--- src/hdl/ptts_pkg.sv ---
`timescale 1ns / 1ps
// ----------------------------------------------------------------------------
// ptts_pkg
// Shared types and constants of the periodic task tick scheduler.
// ----------------------------------------------------------------------------
package ptts_pkg;

  localparam int NUM_TASKS_DEF = 8;

  localparam int FUNC_W   = 2;
  localparam int TIDX_W   = 3;
  localparam int TIME16_W = 16;
  localparam int TIME_W   = 32;
  localparam int COUNT_W  = 4;

  localparam int CFG_IDX_W  = 1;
  localparam int CFG_DATA_W = 4;

  typedef enum logic [CFG_IDX_W-1:0] {
    REG_POLICY_MODE = 1'd0,
    REG_TASK_COUNT  = 1'd1
  } cfg_reg_t;

  typedef enum logic [FUNC_W-1:0] {
    FUNC_LOAD    = 2'd0,
    FUNC_TICK    = 2'd1,
    FUNC_RESTART = 2'd2
  } func_t;

  typedef enum logic [1:0] {
    ST_IDLE,
    ST_SCAN,
    ST_FINISH
  } state_t;

  // static task parameters, written by a load
  typedef struct packed {
    logic [TIME16_W-1:0] exec_time;
    logic [TIME16_W-1:0] period;
    logic [TIME16_W-1:0] rel_deadline;
  } task_rec_t;

  // per-task run state, written by a tick
  typedef struct packed {
    logic [TIME16_W-1:0] remaining;
    logic [TIME_W-1:0]   next_release;
    logic [TIME_W-1:0]   abs_deadline;
  } run_rec_t;

endpackage

--- src/hdl/ptts_if.sv ---
`timescale 1ns / 1ps
// ----------------------------------------------------------------------------
// ptts_cmd_if / ptts_slot_if
// Valid/ready channels of the scheduler: command words in, slot words out.
// ----------------------------------------------------------------------------
interface ptts_cmd_if;
  logic                                valid;
  logic                                ready;
  logic [ptts_pkg::FUNC_W-1:0]         func;
  logic [ptts_pkg::TIDX_W-1:0]         task_index;
  logic [ptts_pkg::TIME16_W-1:0]       exec_time;
  logic [ptts_pkg::TIME16_W-1:0]       period;
  logic [ptts_pkg::TIME16_W-1:0]       rel_deadline;

  modport source (output valid, func, task_index, exec_time, period, rel_deadline,
                  input ready);
  modport sink (input valid, func, task_index, exec_time, period, rel_deadline,
                output ready);
endinterface

interface ptts_slot_if;
  logic                                valid;
  logic                                ready;
  logic [ptts_pkg::TIME_W-1:0]         tick_time;
  logic [ptts_pkg::TIDX_W-1:0]         selected_task;
  logic                                idle;

  modport source (output valid, tick_time, selected_task, idle, input ready);
  modport sink (input valid, tick_time, selected_task, idle, output ready);
endinterface

--- src/hdl/ptts_ram.sv ---
`timescale 1ns / 1ps
// ----------------------------------------------------------------------------
// ptts_ram
// Simple dual-port RAM, one write port, one read port with registered data.
// ----------------------------------------------------------------------------
module ptts_ram #(
  parameter int WIDTH = 8,
  parameter int DEPTH = 8
) (
  input  logic                                    clk,
  input  logic                                    we,
  input  logic [((DEPTH > 1) ? $clog2(DEPTH) : 1)-1:0] waddr,
  input  logic [WIDTH-1:0]                        wdata,
  input  logic [((DEPTH > 1) ? $clog2(DEPTH) : 1)-1:0] raddr,
  output logic [WIDTH-1:0]                        rdata
);

  logic [WIDTH-1:0] mem [DEPTH];

  always_ff @(posedge clk) begin
    if (we) begin
      mem[waddr] <= wdata;
    end
    rdata <= mem[raddr];
  end

endmodule

--- src/hdl/periodic_task_tick_scheduler.sv ---
`timescale 1ns / 1ps
// ----------------------------------------------------------------------------
// periodic_task_tick_scheduler
// Preemptive periodic-task scheduler, rate monotonic or earliest deadline
// first, with task parameters and run state kept in two small RAMs.
//
//   channel  dir  handshake     words
//   cfg      in   cfg_we        policy_mode, task_count writes
//   cmd      in   valid/ready   load, tick, restart
//   slot     out  valid/ready   tick_time, selected_task, idle per tick
//
// Load and restart complete in the idle state that accepts them. A tick scans
// the table (task_count saturated to NUM_TASKS), one entry per cycle through
// both RAM read ports, then does the decrement write-back in the finish state.
// Reset clears per-entry valid flops at once; no memory clearing pass.
// A tick waits in its last cycle while the slot output register is full.
// ----------------------------------------------------------------------------
module periodic_task_tick_scheduler #(
  parameter int NUM_TASKS = ptts_pkg::NUM_TASKS_DEF
) (
  input  logic                              clk,
  input  logic                              rst,
  input  logic                              cfg_we,
  input  logic [ptts_pkg::CFG_IDX_W-1:0]    cfg_index,
  input  logic [ptts_pkg::CFG_DATA_W-1:0]   cfg_data,
  ptts_cmd_if.sink                          cmd,
  ptts_slot_if.source                       slot
);

  localparam int IDX_W = (NUM_TASKS > 1) ? $clog2(NUM_TASKS) : 1;
  localparam int CNT_W = $clog2(NUM_TASKS + 1);
  localparam int TAB_W = $bits(ptts_pkg::task_rec_t);
  localparam int RUN_W = $bits(ptts_pkg::run_rec_t);

  ptts_pkg::state_t state;
  ptts_pkg::state_t state_next;

  logic                                policy_mode;
  logic [ptts_pkg::COUNT_W-1:0]        task_count;
  logic [ptts_pkg::TIME_W-1:0]         tick_counter;
  logic [NUM_TASKS-1:0]                work_valid;
  logic [NUM_TASKS-1:0]                dl_valid;
  logic [IDX_W-1:0]                    proc_idx;
  logic                                found;
  logic [IDX_W-1:0]                    best_idx;
  logic [ptts_pkg::TIME_W-1:0]         best_key;
  ptts_pkg::run_rec_t                  best_rec;

  logic                                slot_valid;
  logic [ptts_pkg::TIME_W-1:0]         slot_time;
  logic [ptts_pkg::TIDX_W-1:0]         slot_task;
  logic                                slot_idle;

  logic                                tab_we;
  logic [IDX_W-1:0]                    tab_waddr;
  ptts_pkg::task_rec_t                 tab_wdata;
  ptts_pkg::task_rec_t                 tab_rdata;
  logic                                run_we;
  logic [IDX_W-1:0]                    run_waddr;
  ptts_pkg::run_rec_t                  run_wdata;
  ptts_pkg::run_rec_t                  run_rdata;
  logic [IDX_W-1:0]                    rd_addr;

  logic [CNT_W-1:0]                    active_n;
  logic                                last_entry;
  logic                                cmd_go;
  logic                                load_ok;
  logic                                slot_free;
  ptts_pkg::run_rec_t                  cur_rec;
  ptts_pkg::run_rec_t                  new_rec;
  ptts_pkg::run_rec_t                  dec_rec;
  logic                                released;
  logic [ptts_pkg::TIME_W-1:0]         cand_key;
  logic                                take;

  // memories
  ptts_ram #(.WIDTH(TAB_W), .DEPTH(NUM_TASKS)) u_task_ram (
    .clk   (clk),
    .we    (tab_we),
    .waddr (tab_waddr),
    .wdata (tab_wdata),
    .raddr (rd_addr),
    .rdata (tab_rdata)
  );

  ptts_ram #(.WIDTH(RUN_W), .DEPTH(NUM_TASKS)) u_run_ram (
    .clk   (clk),
    .we    (run_we),
    .waddr (run_waddr),
    .wdata (run_wdata),
    .raddr (rd_addr),
    .rdata (run_rdata)
  );

  // derived control
  always_comb begin
    if (32'(task_count) > 32'(NUM_TASKS)) begin
      active_n = CNT_W'(NUM_TASKS);
    end else begin
      active_n = CNT_W'(task_count);
    end
  end

  assign last_entry = (CNT_W'(proc_idx) + CNT_W'(1)) == active_n;
  assign cmd_go     = cmd.valid && cmd.ready;
  assign load_ok    = 32'(cmd.task_index) < 32'(NUM_TASKS);
  assign slot_free  = !slot_valid || slot.ready;

  // release and selection for the entry in flight
  always_comb begin
    cur_rec.remaining    = work_valid[proc_idx] ? run_rdata.remaining : '0;
    cur_rec.next_release = work_valid[proc_idx] ? run_rdata.next_release : '0;
    cur_rec.abs_deadline = dl_valid[proc_idx] ? run_rdata.abs_deadline : '0;

    released = cur_rec.next_release == tick_counter;
    new_rec  = cur_rec;
    if (released) begin
      new_rec.remaining    = tab_rdata.exec_time;
      new_rec.abs_deadline = tick_counter + 32'(tab_rdata.rel_deadline);
      new_rec.next_release = cur_rec.next_release + 32'(tab_rdata.period);
    end

    cand_key = policy_mode ? new_rec.abs_deadline : 32'(tab_rdata.period);
    take     = (new_rec.remaining != '0) && (!found || (cand_key < best_key));

    dec_rec           = best_rec;
    dec_rec.remaining = best_rec.remaining - 16'd1;
  end

  // next state
  always_comb begin
    state_next = state;
    unique case (state)
      ptts_pkg::ST_IDLE: begin
        if (cmd_go && (cmd.func == ptts_pkg::FUNC_TICK)) begin
          state_next = (active_n == '0) ? ptts_pkg::ST_FINISH : ptts_pkg::ST_SCAN;
        end
      end
      ptts_pkg::ST_SCAN: begin
        if (last_entry) begin
          state_next = ptts_pkg::ST_FINISH;
        end
      end
      ptts_pkg::ST_FINISH: begin
        if (slot_free) begin
          state_next = ptts_pkg::ST_IDLE;
        end
      end
      default: state_next = ptts_pkg::ST_IDLE;
    endcase
  end

  // outputs and memory ports
  always_comb begin
    cmd.ready = 1'b0;
    rd_addr   = '0;
    tab_we    = 1'b0;
    tab_waddr = IDX_W'(cmd.task_index);
    tab_wdata.exec_time    = cmd.exec_time;
    tab_wdata.period       = cmd.period;
    tab_wdata.rel_deadline = cmd.rel_deadline;
    run_we    = 1'b0;
    run_waddr = proc_idx;
    run_wdata = new_rec;
    unique case (state)
      ptts_pkg::ST_IDLE: begin
        cmd.ready = 1'b1;
        tab_we    = cmd.valid && (cmd.func == ptts_pkg::FUNC_LOAD) && load_ok;
      end
      ptts_pkg::ST_SCAN: begin
        rd_addr = last_entry ? '0 : proc_idx + IDX_W'(1);
        run_we  = 1'b1;
      end
      ptts_pkg::ST_FINISH: begin
        run_we    = found;
        run_waddr = best_idx;
        run_wdata = dec_rec;
      end
      default: begin
        cmd.ready = 1'b0;
      end
    endcase
  end

  assign slot.valid         = slot_valid;
  assign slot.tick_time     = slot_time;
  assign slot.selected_task = slot_task;
  assign slot.idle          = slot_idle;

  // registers
  always_ff @(posedge clk) begin
    if (rst) begin
      state        <= ptts_pkg::ST_IDLE;
      policy_mode  <= 1'b0;
      task_count   <= '0;
      tick_counter <= '0;
      work_valid   <= '0;
      dl_valid     <= '0;
      found        <= 1'b0;
      slot_valid   <= 1'b0;
    end else begin
      state <= state_next;

      if (cfg_we) begin
        unique case (cfg_index)
          ptts_pkg::REG_POLICY_MODE: policy_mode <= cfg_data[0];
          ptts_pkg::REG_TASK_COUNT:  task_count  <= cfg_data[ptts_pkg::COUNT_W-1:0];
          default: ;
        endcase
      end

      if ((state == ptts_pkg::ST_FINISH) && slot_free) begin
        slot_valid <= 1'b1;
      end else if (slot.ready) begin
        slot_valid <= 1'b0;
      end

      unique case (state)
        ptts_pkg::ST_IDLE: begin
          if (cmd_go) begin
            unique case (cmd.func)
              ptts_pkg::FUNC_LOAD: begin
                if (load_ok) begin
                  work_valid[IDX_W'(cmd.task_index)] <= 1'b0;
                end
              end
              ptts_pkg::FUNC_RESTART: begin
                work_valid   <= '0;
                tick_counter <= '0;
              end
              ptts_pkg::FUNC_TICK: begin
                proc_idx <= '0;
                found    <= 1'b0;
                best_idx <= '0;
              end
              default: ;
            endcase
          end
        end
        ptts_pkg::ST_SCAN: begin
          work_valid[proc_idx] <= 1'b1;
          dl_valid[proc_idx]   <= 1'b1;
          if (take) begin
            found    <= 1'b1;
            best_idx <= proc_idx;
            best_key <= cand_key;
            best_rec <= new_rec;
          end
          if (!last_entry) begin
            proc_idx <= proc_idx + IDX_W'(1);
          end
        end
        ptts_pkg::ST_FINISH: begin
          if (slot_free) begin
            slot_time    <= tick_counter;
            slot_task    <= found ? ptts_pkg::TIDX_W'(best_idx) : '0;
            slot_idle    <= !found;
            tick_counter <= tick_counter + 32'd1;
          end
        end
        default: ;
      endcase
    end
  end

endmodule

--- src/flat_wrapper.sv ---
// flat-port wrapper written by rule: the top's interface ports become plain ports
module periodic_task_tick_scheduler_flat 
#(
  parameter int NUM_TASKS = ptts_pkg::NUM_TASKS_DEF
)
  (clk, rst, cfg_we, cfg_index, cfg_data, cmd_valid, cmd_func, cmd_task_index, cmd_exec_time, cmd_period, cmd_rel_deadline, cmd_ready, slot_valid, slot_tick_time, slot_selected_task, slot_idle, slot_ready);
  ptts_cmd_if cmd_i ();
  ptts_slot_if slot_i ();
  input  logic clk;
  input  logic rst;
  input  logic cfg_we;
  input  logic [ptts_pkg::CFG_IDX_W-1:0] cfg_index;
  input  logic [ptts_pkg::CFG_DATA_W-1:0] cfg_data;
  input wire logic [$bits(cmd_i.valid)-1:0] cmd_valid;
  input wire logic [$bits(cmd_i.func)-1:0] cmd_func;
  input wire logic [$bits(cmd_i.task_index)-1:0] cmd_task_index;
  input wire logic [$bits(cmd_i.exec_time)-1:0] cmd_exec_time;
  input wire logic [$bits(cmd_i.period)-1:0] cmd_period;
  input wire logic [$bits(cmd_i.rel_deadline)-1:0] cmd_rel_deadline;
  output wire logic [$bits(cmd_i.ready)-1:0] cmd_ready;
  output wire logic [$bits(slot_i.valid)-1:0] slot_valid;
  output wire logic [$bits(slot_i.tick_time)-1:0] slot_tick_time;
  output wire logic [$bits(slot_i.selected_task)-1:0] slot_selected_task;
  output wire logic [$bits(slot_i.idle)-1:0] slot_idle;
  input wire logic [$bits(slot_i.ready)-1:0] slot_ready;
  assign cmd_i.valid = cmd_valid;
  assign cmd_i.func = cmd_func;
  assign cmd_i.task_index = cmd_task_index;
  assign cmd_i.exec_time = cmd_exec_time;
  assign cmd_i.period = cmd_period;
  assign cmd_i.rel_deadline = cmd_rel_deadline;
  assign cmd_ready = cmd_i.ready;
  assign slot_valid = slot_i.valid;
  assign slot_tick_time = slot_i.tick_time;
  assign slot_selected_task = slot_i.selected_task;
  assign slot_idle = slot_i.idle;
  assign slot_i.ready = slot_ready;
  periodic_task_tick_scheduler #(.NUM_TASKS(NUM_TASKS)) u_core (.clk(clk), .rst(rst), .cfg_we(cfg_we), .cfg_index(cfg_index), .cfg_data(cfg_data), .cmd(cmd_i), .slot(slot_i));
endmodule
--- config.mk ---
export PLATFORM = sky130hd
export DESIGN_NAME = periodic_task_tick_scheduler_flat
export DESIGN_NICKNAME = d
export VERILOG_FILES = /design/src/hdl/ptts_pkg.sv /design/src/hdl/ptts_if.sv /design/src/hdl/ptts_ram.sv /design/src/hdl/periodic_task_tick_scheduler.sv /design/src/flat_wrapper.sv
export SDC_FILE = /design/constraint.sdc
export NUM_CORES = 2
export LEC_CHECK = 0
export BUFFER_PORTS_ARGS = -buffer_cell sky130_fd_sc_hd__buf_2
export CAP_MARGIN = 20
export CORE_ASPECT_RATIO = 1.1
export CORE_MARGIN = 2
export CORE_UTILIZATION = 40
export DETAILED_ROUTE_END_ITERATION = 8
export PLACE_DENSITY_LB_ADDON = 0.08
export REMOVE_ABC_BUFFERS = 1
export SLEW_MARGIN = 20
export SYNTH_ARGS = -nofsm -noshare
export SYNTH_HDL_FRONTEND = slang
export SYNTH_SLANG_ARGS = --single-unit
export TNS_END_PERCENT = 1
--- constraint.sdc ---
create_clock -name clk -period 23.9 [get_ports clk]
set_input_delay 1.195 -clock clk [delete_from_list [all_inputs] [get_ports clk]]
set_output_delay 1.195 -clock clk [all_outputs]
set_load 0.05 [all_outputs]
==> key figures <==
Yosys
  • Number of synthesized flops with an enable pin: about 1200
  • Distinct cell type count of the synthesized netlist: 82
  • Mapped Area: between 50000 and 60000 µm²
  • Mean instance size in the synthesized netlist: roughly 13 µm²
  • Portion of the post-synthesis area used by sequential elements: 70.59%
  • Async S/R FF share, synth: 0%
  • Synthesized flop and latch total: around 1400
  • Dominant synthesized flop cell: sky130_fd_sc_hd__edfxtp_1
  • Yosys warnings: 0
  • Gate count after technology mapping: ~4100

Clock network
  • Post-CTS Repair Setup Buffers: 0
  • Maximum buffer depth of the clock tree: 3
  • Register clock-pin slew on the reported worst setup and hold paths: 0.06 ns
  • Clock latency reported for the late side of the worst-skew pair: approximately 0.79 ns
  • Post-cts gate resize count: 0
  • CTS H-Tree Depth: 4
  • Number of buffers inserted by hold repair at cts: 0
  • Root Buffer: sky130_fd_sc_hd__clkbuf_16
  • Number of clock buffers inserted by TritonCTS: between 100 and 150
  • Sink Count: ~1400
  • Clock tree from TritonCTS: yes

Pwr
  • Leakage Power: between 20 and 25 nW
  • Cell area power density: a little under 100 nW/µm²
  • Maximum vdd drop: between 70 and 80 µV

Timing
  • Part of the cycle the worst path needs: around 36%
  • Setup skew after layout: roughly 0.032 ns
  • Minimum setup slack in the final design: roughly 15 ns
  • Minimum period implied by the final worst setup slack: ~8.6 ns
  • Setup TNS: 0 ns
  • Fmax achieved: ~0.12 GHz
  • Final Hold Violating Endpoints: 0
  • Worst-case headroom to the max-slew limit: a little under a third
  • Setup repair after global routing missed its margin: false
  • Final setup fails: 0
  • Slew at the pin with the worst max-slew slack: 1.049 ns
  • Number of slew-limit violations in the final report: 0

Critical path
  • Launching instance or port of the critical path: u_core.proc_idx[2]
  • Minimum setup slack among reg-to-reg paths: 15.34 ns
  • Type of the worst setup path: flop to flop
  • Arrival time at the worst endpoint: between 8 and 9 ns
  • Top fanout value on the critical path: 53
  • Reg-to-reg critical path endpoint: u_core.best_rec[66]
  • Required arrival time at the worst endpoint: 24.30 ns
  • Depth of the worst register-to-register path: 20
  • Type of element launching the critical path: flop
  • Worst R2R Start: u_core.proc_idx[2]
  • Critical path destination: u_core.best_rec[66]
  • Kind of capture point of the worst setup path: flop

Drt
  • Post-route DRC violation count: 0
  • Avg Vias per Cell: about 5.6
  • Initial DRT Pass Iterations: 5
  • Detail-routed net length per standard cell: approximately 25 µm
  • Overall routed net length: about 150000 µm
  • Vias after detailed routing: ~34000
  • DRC violation total after the first TritonRoute iteration: around 2700
  • Detail Route Antenna Nets: 0

Final layout
  • Proportion of layout cells with a drive suffix above 1: about 15%
  • Total Nets Final: 4296
  • Non-Filler Instances: between 6000 and 7000
  • Layout overhead on the synthesized area: 12.94%

Floorplan
  • Starting density of the core: between 40% and 50%
  • Area of the die: 141400 µm²
  • Num rows: around 140
  • IO Count: ~100
  • Chip height: around 390 µm
  • Horizontal extent of the die: 358.7 µm
  • CORE AREA: 137800 µm²

Placed design
  • Routability congestion estimate: between 0.8 and 0.9
  • Cell count after placement: ~5800
  • Worst slack at placement: between 15 and 20 ns
  • Number of buffers added on ports: 100
  • Estimated wirelength of the detail-placed design: between 80000 and 90000 µm

GRT
  • Antenna violations before repair: 14
  • Largest net degree at the start of global routing: 167
  • Global-route congestion overflow total: 0
  • Tot GR Track Use: 21.70%
  • Number of global-route vias before repair: approximately 34000
  • Global-route wire length before repair: 229300 µm

Status
  • Result of the run: finished clean

Job
  • Max-cap violation count: 0

Min path
  • Worst hold path type: flop to flop
## cells in the final DEF (no fill, tap or decap), types with 43 or more instances in the layout
cell / count
sky130_fd_sc_hd__buf_4: 57
sky130_fd_sc_hd__a21oi_1: 187
sky130_fd_sc_hd__o21ai_0: 47
sky130_fd_sc_hd__a31o_2: 129
sky130_fd_sc_hd__xnor2_1: 43
sky130_fd_sc_hd__clkbuf_16: 152
sky130_fd_sc_hd__buf_2: 100
sky130_fd_sc_hd__inv_1: 62
sky130_fd_sc_hd__xor2_1: 66
sky130_fd_sc_hd__nor2_1: 113
sky130_fd_sc_hd__o221ai_1: 256
sky130_fd_sc_hd__ha_1: 68
sky130_fd_sc_hd__nand2_1: 641
sky130_fd_sc_hd__nand3_1: 338
sky130_fd_sc_hd__dfxtp_1: 184
sky130_fd_sc_hd__mux2_2: 72
sky130_fd_sc_hd__edfxtp_1: 1178
## metrics by stage
step | total power [mW] | util [%] | area (µm²) | hold WS (ns)
3_3_place_gp | 3.974 | 41.89 | 57710 | 0.4520
5_1_grt | 6.435 | 45.38 | 62520 | 0.4960
2_1_floorplan | 3.620 | - | 54220 | 0.4315
6_report | 6.193 | 45.38 | 62530 | 0.4679
3_5_place_dp | 3.978 | 41.89 | 57710 | 0.4572
4_1_cts | 6.257 | 45.38 | 62520 | 0.4731
## critical path, stage by stage, from the launching register on
cell and delay [ns]:
sky130_fd_sc_hd__edfxtp_1 0.62, sky130_fd_sc_hd__nor2b_1 0.46, sky130_fd_sc_hd__and3b_1 0.73, sky130_fd_sc_hd__or2_1 0.87, sky130_fd_sc_hd__o32ai_1 0.18, sky130_fd_sc_hd__and4_1 0.35
sky130_fd_sc_hd__nand2_4 0.52, sky130_fd_sc_hd__buf_4 0.56, sky130_fd_sc_hd__o21ai_0 0.27, sky130_fd_sc_hd__mux2_2 0.34, sky130_fd_sc_hd__ha_1 0.32, sky130_fd_sc_hd__a211oi_1 0.30
sky130_fd_sc_hd__o211ai_1 0.15, sky130_fd_sc_hd__nand2b_1 0.16, sky130_fd_sc_hd__a22oi_1 0.21, sky130_fd_sc_hd__a2111o_1 0.14, sky130_fd_sc_hd__o211ai_1 0.19, sky130_fd_sc_hd__a21oi_1 0.19
sky130_fd_sc_hd__nor4b_2 0.27, sky130_fd_sc_hd__buf_4 0.52, sky130_fd_sc_hd__buf_4 0.74
## metal layers
metal / global-route usage, % / wire (µm) / up-vias
met4: 5.625 / 3212 / 10
met1: 30.66 / 69700 / 17240
met3: 3.389 / 6594 / 200
met2: 34.87 / 73220 / 754
met5: 0 / 60 / -
li1: - / - / 15840
## cells in the mapped netlist (23+ instances only)
library cell	number	area (µm²)
sky130_fd_sc_hd__edfxtp_1	1178	35370
sky130_fd_sc_hd__nand2_1	642	2410
sky130_fd_sc_hd__nand3_1	340	1702
sky130_fd_sc_hd__o221ai_1	256	2242
sky130_fd_sc_hd__clkbuf_1	232	870.8
sky130_fd_sc_hd__a21oi_1	187	935.9
sky130_fd_sc_hd__dfxtp_1	185	3704
sky130_fd_sc_hd__a31o_2	129	1130
sky130_fd_sc_hd__nor2_1	129	484.2
sky130_fd_sc_hd__mux2_2	72	810.8
sky130_fd_sc_hd__ha_1	69	863.3
sky130_fd_sc_hd__xor2_1	66	578.1
sky130_fd_sc_hd__inv_1	62	232.7
sky130_fd_sc_hd__o21ai_0	48	240.2
sky130_fd_sc_hd__xnor2_1	43	376.6
sky130_fd_sc_hd__and2_1	40	250.2
sky130_fd_sc_hd__o21ai_1	36	180.2
sky130_fd_sc_hd__nor3_1	30	150.1
sky130_fd_sc_hd__a31oi_1	28	175.2
sky130_fd_sc_hd__a21o_1	24	180.2
sky130_fd_sc_hd__and3_1	23	143.9
sky130_fd_sc_hd__buf_1	23	86.33
sky130_fd_sc_hd__nand2b_1	23	143.9
sky130_fd_sc_hd__nor4_1	23	143.9
## state kept, by name, indices dropped and copies added, names as in the netlist, 4 cells and up
register	cells
u_core.best_rec	80
u_core.slot.tick_time	32
u_core.u_task_ram.mem	384
u_core.work_valid	8
u_core.u_task_ram.rdata	48
u_core.u_run_ram.rdata	80
u_core.best_key	32
u_core.tick_counter	32
u_core.dl_valid	8
u_core.task_count	4
u_core.u_run_ram.mem	640
## layout make-up
class	count	area, µm²
Antenna cell	2	5.005
Inverter	65	245.2
Multi-Input combinational cell	2423	15090
Clock buffer	205	4183
Fill cell	12390	75240
Timing Repair Buffer	162	1028
Tap cell	1812	2267
Clock inverter	69	631.9
Sequential cell	1363	39080
## where the power goes
group | switching, mW | total [mW] | internal [mW]
Clock | 0.948 | 2.27 | 1.32
Combinational | 0.689 | 0.960 | 0.271
Sequential | 0.0943 | 2.96 | 2.87
Total | 1.73 | 6.19 | 4.46
## cells by family after synthesis
| group | after synthesis | synth area share (%) |
|---|---|---|
| AO/OA/AOI/OAI | 815 | 10.79 |
| XOR/XNOR | 109 | 1.724 |
| flip-flops | 1363 | 70.59 |
| buffers and inverters | 349 | 2.506 |
| adder cells (fa/ha/maj) | 71 | 1.632 |
| AND/OR/NAND/NOR | 1347 | 11.06 |
| multiplexers | 81 | 1.704 |
## how the worst min path moves through the flow
stage | slack (ns) | end | cells past startpoint | start
after floorplan | 0.43 | u_core.dl_valid[2] | 2 | u_core.dl_valid[2]
after global placement | 0.45 | u_core.dl_valid[1] | 2 | u_core.dl_valid[1]
after detailed placement | 0.46 | u_core.dl_valid[6] | 2 | u_core.dl_valid[6]
after CTS | 0.47 | u_core.dl_valid[6] | 2 | u_core.dl_valid[6]
after global routing | 0.50 | u_core.work_valid[3] | 2 | u_core.work_valid[3]
final | 0.47 | u_core.dl_valid[3] | 2 | u_core.dl_valid[3]
Power figures use the tool's default switching activity.
